**src/design/preemptive_lifo_task_scheduler_macros.svh**
```systemverilog
// Assertion helpers shared by the scheduler RTL.
`ifndef PREEMPTIVE_LIFO_TASK_SCHEDULER_MACROS_SVH
`define PREEMPTIVE_LIFO_TASK_SCHEDULER_MACROS_SVH

// Same-cycle implication, sampled on clk, off while in reset.
`define PLTS_ASSERT_NOW(label, ante, cons) \
	label: assert property (@(posedge clk) disable iff (!arst_n) (ante) |-> (cons)) \
		else $error("scheduler assertion failed");

// Next-cycle implication, sampled on clk, off while in reset.
`define PLTS_ASSERT_NEXT(label, ante, cons) \
	label: assert property (@(posedge clk) disable iff (!arst_n) (ante) |=> (cons)) \
		else $error("scheduler assertion failed");

`endif

```
**src/design/plts_pkg.sv**
```systemverilog
package plts_pkg;

	localparam int STACK_DEPTH = 16;
	localparam int CNT_W       = $clog2(STACK_DEPTH + 1);
	localparam int IDX_W       = $clog2(STACK_DEPTH);

	localparam int ID_W   = 8;
	localparam int TIME_W = 11;
	localparam int DUR_W  = 10;
	localparam int STAT_W = 2;

	// stream payload widths
	localparam int S_TDATA_W = 32;
	localparam int M_TDATA_W = 8;

	// request kinds (s_tuser)
	localparam logic REQ_ARRIVAL = 1'b0;
	localparam logic REQ_FLUSH   = 1'b1;

	// result status codes (m_tuser)
	localparam logic [STAT_W-1:0] ST_DONE    = 2'd0;
	localparam logic [STAT_W-1:0] ST_ACCEPT  = 2'd1;
	localparam logic [STAT_W-1:0] ST_DROPPED = 2'd2;
	localparam logic [STAT_W-1:0] ST_FLUSHED = 2'd3;

endpackage

```
**src/design/preemptive_lifo_task_scheduler.sv**
```systemverilog
// Channel | Dir | Handshake          | tdata                            | tuser    | tlast
// --------+-----+--------------------+----------------------------------+----------+------
// request | in  | s_tvalid s_tready  | task_id, start_minute, duration  | req_type | -
// result  | out | m_tvalid m_tready  | done_id                          | status   | last
//
// One request at a time. A request is accepted in IDLE and acknowledged in ACK; a spend or a flush
// inserts one step per popped task plus one closing step that trims the top task or finds the
// time or the stack used up.
// Reset (arst_n low, asynchronous) empties the stack, zeroes the clock and drops any pending
// result; stack entries are not cleared, as only entries below the count are read.
// A stalled result port (m_tready low) holds the sequencer on any step that emits.
module preemptive_lifo_task_scheduler (
	input  logic                             clk,
	input  logic                             arst_n,
	input  logic                             s_tvalid,
	output logic                             s_tready,
	// [7:0] task_id, [18:8] start_minute, [28:19] duration, [31:29] zero
	input  logic [plts_pkg::S_TDATA_W-1:0]   s_tdata,
	// [0] req_type
	input  logic                             s_tuser,
	output logic                             m_tvalid,
	input  logic                             m_tready,
	// [7:0] done_id
	output logic [plts_pkg::M_TDATA_W-1:0]   m_tdata,
	// [1:0] status
	output logic [plts_pkg::STAT_W-1:0]      m_tuser,
	output logic                             m_tlast
);
	import plts_pkg::*;

	typedef enum logic [1:0] {IDLE, SPEND, DRAIN, ACK} state_t;

	state_t              state_q;
	logic [CNT_W-1:0]    cnt_q;
	logic [TIME_W-1:0]   cur_q;
	logic [TIME_W-1:0]   elapsed_q;
	logic                req_q;
	logic [ID_W-1:0]     id_q;
	logic [DUR_W-1:0]    dur_q;

	logic                m_tvalid_q;
	logic [ID_W-1:0]     m_id_q;
	logic [STAT_W-1:0]   m_stat_q;
	logic                m_last_q;

	// stack storage, bottom first
	logic [ID_W-1:0]     ids_q [STACK_DEPTH];
	logic [DUR_W-1:0]    rem_q [STACK_DEPTH];

	logic [ID_W-1:0]     in_id;
	logic [TIME_W-1:0]   in_start;
	logic [DUR_W-1:0]    in_dur;
	logic                accept;
	logic                out_free;
	logic                emit;
	logic [CNT_W-1:0]    cnt_dec;
	logic [IDX_W-1:0]    top_idx;
	logic [IDX_W-1:0]    push_idx;
	logic                full;
	logic [ID_W-1:0]     top_id;
	logic [DUR_W-1:0]    top_rem;
	logic [TIME_W:0]     diff;
	logic [TIME_W:0]     neg_diff;
	logic                borrow;

	// stack write port
	logic                wr_rem_en;
	logic                wr_id_en;
	logic [IDX_W-1:0]    wr_idx;
	logic [DUR_W-1:0]    wr_rem;

	assign in_id    = s_tdata[ID_W-1:0];
	assign in_start = s_tdata[ID_W+TIME_W-1:ID_W];
	assign in_dur   = s_tdata[ID_W+TIME_W+DUR_W-1:ID_W+TIME_W];

	assign s_tready = (state_q == IDLE);
	assign accept   = s_tvalid && s_tready;
	// a result slot is free when empty or being drained this cycle
	assign out_free = !m_tvalid_q || m_tready;

	assign cnt_dec  = cnt_q - CNT_W'(1);
	assign top_idx  = cnt_dec[IDX_W-1:0];
	assign push_idx = cnt_q[IDX_W-1:0];
	assign full     = (cnt_q == CNT_W'(STACK_DEPTH));
	assign top_id   = ids_q[top_idx];
	assign top_rem  = rem_q[top_idx];

	// shared subtractor: time left to spend minus the top task's remaining work
	assign diff     = {1'b0, elapsed_q} - {{(TIME_W + 1 - DUR_W){1'b0}}, top_rem};
	assign neg_diff = (TIME_W + 1)'(0) - diff;
	assign borrow   = diff[TIME_W];

	// a result goes out this cycle: a pop while spending or flushing, or the acknowledgement
	assign emit = out_free && ((state_q == SPEND && elapsed_q != '0 && cnt_q != '0 && !borrow)
		|| (state_q == DRAIN && cnt_q != '0) || state_q == ACK);

	always_comb begin
		wr_rem_en = 1'b0;
		wr_id_en  = 1'b0;
		wr_idx    = top_idx;
		wr_rem    = neg_diff[DUR_W-1:0];
		unique case (state_q)
			SPEND: begin
				// top task outlives the elapsed time: shrink its remaining work
				if (elapsed_q != '0 && cnt_q != '0 && borrow)
					wr_rem_en = 1'b1;
			end
			ACK: begin
				if (req_q == REQ_ARRIVAL && !full && out_free) begin
					wr_rem_en = 1'b1;
					wr_id_en  = 1'b1;
					wr_idx    = push_idx;
					wr_rem    = dur_q;
				end
			end
			default: begin
			end
		endcase
	end

	always_ff @(posedge clk) begin
		if (wr_rem_en)
			rem_q[wr_idx] <= wr_rem;
		if (wr_id_en)
			ids_q[wr_idx] <= id_q;
	end

	always_ff @(posedge clk or negedge arst_n) begin
		if (!arst_n) begin
			state_q    <= IDLE;
			cnt_q      <= '0;
			cur_q      <= '0;
			elapsed_q  <= '0;
			req_q      <= REQ_ARRIVAL;
			id_q       <= '0;
			dur_q      <= '0;
			m_tvalid_q <= 1'b0;
			m_id_q     <= '0;
			m_stat_q   <= ST_DONE;
			m_last_q   <= 1'b0;
		end else begin
			// show a new result, or retire the shown one once taken
			if (emit)
				m_tvalid_q <= 1'b1;
			else if (m_tready)
				m_tvalid_q <= 1'b0;

			unique case (state_q)
				IDLE: begin
					if (accept) begin
						req_q <= s_tuser;
						id_q  <= in_id;
						dur_q <= in_dur;
						if (s_tuser == REQ_FLUSH) begin
							state_q <= DRAIN;
						end else if (in_start > cur_q) begin
							// spend the gap since the previous arrival
							elapsed_q <= in_start - cur_q;
							cur_q     <= in_start;
							state_q   <= SPEND;
						end else begin
							// start at or before the clock: nothing to spend
							state_q <= ACK;
						end
					end
				end
				SPEND: begin
					if (elapsed_q == '0 || cnt_q == '0) begin
						state_q <= ACK;
					end else if (borrow) begin
						// top task absorbs the rest; its new remaining work is written above
						elapsed_q <= '0;
						state_q   <= ACK;
					end else if (out_free) begin
						// top task completes: pop, report, carry the leftover time down
						elapsed_q  <= diff[TIME_W-1:0];
						cnt_q      <= cnt_dec;
						m_id_q     <= top_id;
						m_stat_q   <= ST_DONE;
						m_last_q   <= 1'b0;
					end
				end
				DRAIN: begin
					if (cnt_q == '0) begin
						state_q <= ACK;
					end else if (out_free) begin
						cnt_q      <= cnt_dec;
						m_id_q     <= top_id;
						m_stat_q   <= ST_DONE;
						m_last_q   <= 1'b0;
					end
				end
				ACK: begin
					if (out_free) begin
						m_id_q     <= id_q;
						m_last_q   <= 1'b1;
						state_q    <= IDLE;
						if (req_q == REQ_FLUSH) begin
							m_stat_q <= ST_FLUSHED;
							cnt_q    <= '0;
							cur_q    <= '0;
						end else if (full) begin
							m_stat_q <= ST_DROPPED;
						end else begin
							// push the new task on top; storage written above
							m_stat_q <= ST_ACCEPT;
							cnt_q    <= cnt_q + CNT_W'(1);
						end
					end
				end
				default: begin
					state_q <= IDLE;
				end
			endcase
		end
	end

	assign m_tvalid = m_tvalid_q;
	assign m_tdata  = m_id_q;
	assign m_tuser  = m_stat_q;
	assign m_tlast  = m_last_q;

`include "preemptive_lifo_task_scheduler_macros.svh"

	`PLTS_ASSERT_NOW(a_cnt_bound, 1'b1, cnt_q <= CNT_W'(STACK_DEPTH))
	`PLTS_ASSERT_NOW(a_last_is_ack, m_tvalid, m_tlast == (m_tuser != ST_DONE))
	`PLTS_ASSERT_NEXT(a_busy_after_accept, accept, !s_tready)
	`PLTS_ASSERT_NEXT(a_flush_clears, state_q == ACK && req_q == REQ_FLUSH && out_free,
		cnt_q == '0 && cur_q == '0)

endmodule
```
**config.mk**
```make
export PLATFORM = sky130hd
export DESIGN_NAME = preemptive_lifo_task_scheduler
export DESIGN_NICKNAME = d
export VERILOG_FILES = /design/src/design/plts_pkg.sv /design/src/design/preemptive_lifo_task_scheduler.sv
export VERILOG_INCLUDE_DIRS = /design/src /design/src/design
export SDC_FILE = /design/constraint.sdc
export NUM_CORES = 1
export LEC_CHECK = 0
export BUFFER_PORTS_ARGS = -buffer_cell sky130_fd_sc_hd__buf_2
export CAP_MARGIN = 5
export CORE_ASPECT_RATIO = 0.75
export CORE_UTILIZATION = 60
export CTS_CLUSTER_SIZE = 20
export DETAILED_ROUTE_END_ITERATION = 6
export GPL_ROUTABILITY_DRIVEN = 0
export GPL_TIMING_DRIVEN = 0
export PLACE_DENSITY = 0.82
export SYNTH_ARGS = -nofsm -noshare
export SYNTH_HDL_FRONTEND = slang
export SYNTH_SLANG_ARGS = --single-unit
```
**constraint.sdc**
```tcl
create_clock -name clk -period 6.8 [get_ports clk]
set_input_delay 0.34 -clock clk [delete_from_list [all_inputs] [get_ports clk]]
set_output_delay 0.34 -clock clk [all_outputs]
set_load 0.05 [all_outputs]
```
==> reports/results.tsv <==
metric	value	unit
synth_most_common_cell	edfxtp_1	
critical_path_arrival	6570	ps
first_iter_violations	1024	
clockRootBuffer	clkbuf_16	
synth_seq_cells	348	
setup-violations-final	0	
portBuffers	46	
fin_setup_tns	0	ps
drive_gt1_share	22.6	%
drt_pass1_iterations	5	
grt_max_degree	61	
antenna_found_initial	1	
endpoint_kind	register	
syn_inst	937	
grt_pass1_wl	55.8	mm
clk_latency	590	ps
critPathMaxStageDelay	870	ps
yosysTopAreaCell	edfxtp_1	
slew_violations	0	
route.vias.total	9202	
clk_pin_slew	70	ps
status	finished clean	
drc	0	
die_area	26600	sq um
synthTopCellsByArea	edfxtp_1 (55%), dfrtp_1 (9.6%), mux4_2 (9.2%)	
cts_tree	yes	
netlist_area	15600	sq um
cts_max_level	1	
yosysTopAreaCellShare	55.5	%
io_pins	50	
syn_to_final_growth	12.3	%
clock-sinks	348	
dp_hpwl	23.7	mm
synth_cell_type_count	70	
post_cts_buffers	0	
grt-ovfl-total	0	
fill_cells	1532	
crit_required	7010	ps
crit_slowest_cell	nor2_1	
synth_ff_type	edfxtp_1	
fin_crit	6360	ps
synth-edff-count	288	
critPathLaunchType	register	
async_flop_share	17.2	%
viasPerCell	6.59	
grt_use_total	28.6	%
critPathKind	register to register	
maxCapViolCount	0	
crit_chain	buf_6 > buf_8 > buf_2 > inv_1 > ha_1 > clkbuf_8 > clkbuf_2 > clkbuf_2 > mux4_2 > mux4_2 > inv_1 > ha_1 > nor2_1 > a211oi_2 > o21ba_2 > o21bai_1 > a31o_2 > nand2_1 > nor2_1	
cts_inserted_buffers	31	
grt_pass1_vias	9171	
yosysWarnings	0	
crit_fanout	19	
hp-class	input port to register	
synth_commonest_cells	edfxtp_1 (288), nand2_1 (74), mux4_2 (64)	
wl	36.9	mm
nets	1103	
skew	15.9	ps
diodes	0	
initial_utilization	61.8	%
tightest_slew	1350	ps
rows	50	
synth_nets	1005	
die_y	142	um
syn_avg_cell_area	16.6	sq um
hold_viol_final	0	
die_w	188	um
rsz0062_at_grt	false	
clock_path_buffers	3	
coreArea	25200	sq um
slew_headroom	10.2	%
wl_per_cell	26.4	um
post-route-period-util	93.6	%
antenna_left	0	
fmax	157	MHz
yosysSeqAreaShare	65.1	%
cells by family (layout without fill, tap and decap cells):
| group | count (synthesis) | count (layout) | share of synthesized area (%) |
|---|---|---|---|
| adder cells (fa/ha/maj) | 31 | 31 | 2.58 |
| multiplexers | 136 | 136 | 16.9 |
| buffers and inverters | 80 | 202 | 2.77 |
| AND/OR/NAND/NOR | 190 | 190 | 5.55 |
| XOR/XNOR | 23 | 23 | 1.34 |
| flip-flops | 348 | 348 | 65.1 |
| AO/OA/AOI/OAI | 129 | 129 | 5.81 |
layout make-up:
| class | count | area [sq um] | area share, % |
|---|---|---|---|
| Sequential cell | 348 | 10100 | 58.0 |
| Multi-Input combinational cell | 509 | 5050 | 28.8 |
| Clock buffer | 38 | 812 | 4.64 |
| Tap cell | 338 | 423 | 2.42 |
| Timing Repair Buffer | 66 | 420 | 2.40 |
| Buffer | 41 | 290 | 1.66 |
| Clock inverter | 19 | 218 | 1.24 |
| Inverter | 38 | 143 | 0.815 |
worst paths after layout:
| kind | slack, ps | to | from | depth (start not counted) |
|---|---|---|---|---|
| max in group asynchronous | 5830 | dur_q[1] | arst_n | 2 |
| hold reg to reg | 520 | dur_q[2] | dur_q[2] | 1 |
| setup / recovery | 440 | rem_q[7][8] | cnt_q[0] | 19 |
| min in group asynchronous | 410 | cur_q[7] | arst_n | 2 |
| setup reg to reg | 440 | rem_q[7][8] | cnt_q[0] | 19 |
| hold / removal | 20 | id_q[7] | s_tdata[7] | 2 |
cells in the final DEF (no fill, tap or decap), drive strengths merged, types with 4 or more instances in the layout:
master	count
dlygate4sd3	16
clkbuf	62
ha	29
xnor2	12
mux2i	12
clkinv	12
edfxtp	288
dfrtp	60
o221ai	7
a21o	7
bufinv	4
buf	66
o31a	4
mux2	34
a211oi	6
o22ai	6
nand4	5
a21oi	33
nor2b	9
nand3	11
nor2	56
mux4	90
inv	39
xor2	11
nand2b	8
o21a	10
nor3	11
nand2	74
o21ai	25
metal layers:
layer / up-vias / share of wire (%) / routed length (um) / global-route usage [%]
li1: 3882 / - / - / -
met1: 4620 / 40 / 14900 / 41.3
met2: 613 / 46 / 16800 / 43.3
met3: 85 / 11 / 4120 / 7.25
met4: 2 / 3.0 / 1100 / 8.77
met5: - / 0.033 / 12 / 0.366
timing repair:
item / 4_1_cts / 5_1_grt
endpoints found under the setup margin: 256 / 225
hold buffers: 16 / 0
hold endpoints to repair: 75 / 0
resized for setup: 6 / 9
worst max-delay path, delay by kind of cell (launching register included):
family | cells | cell delay [ps]
AOI/OAI and AO/OA | 4 | 980
adders and majority gates | 2 | 590
buffers and inverters | 8 | 1840
DFF | 1 | 400
muxes | 2 | 930
and+or+nand+nor | 3 | 1220
sequential cells by signal, summed over array words and instances, names as in the netlist:
signal / count
cur_q: 11
cnt_q: 5
m_tuser: 2
m_tdata: 8
req_q: 1
id_q: 8
dur_q: 10
elapsed_q: 11
m_tlast: 1
rem_q: 160
m_tvalid: 1
state_q: 2
ids_q: 128
stage by stage:
step	area (sq um)	std cells	utilization, %	hold slack, ps	setup WS, ps
2_1_floorplan	15600	937	-	44.4	977
3_3_place_gp	16200	1321	64.4	484	-881
3_5_place_dp	16300	1324	64.6	491	-666
4_1_cts	17500	1397	69.3	1.61	7.51
5_1_grt	17500	1397	69.4	9.32	240
6_report	17500	1397	69.4	15.3	438
Power is left out: the tool's default activity adds up to more than one toggle a clock period on the data nets, which glitch-free logic cannot reach.
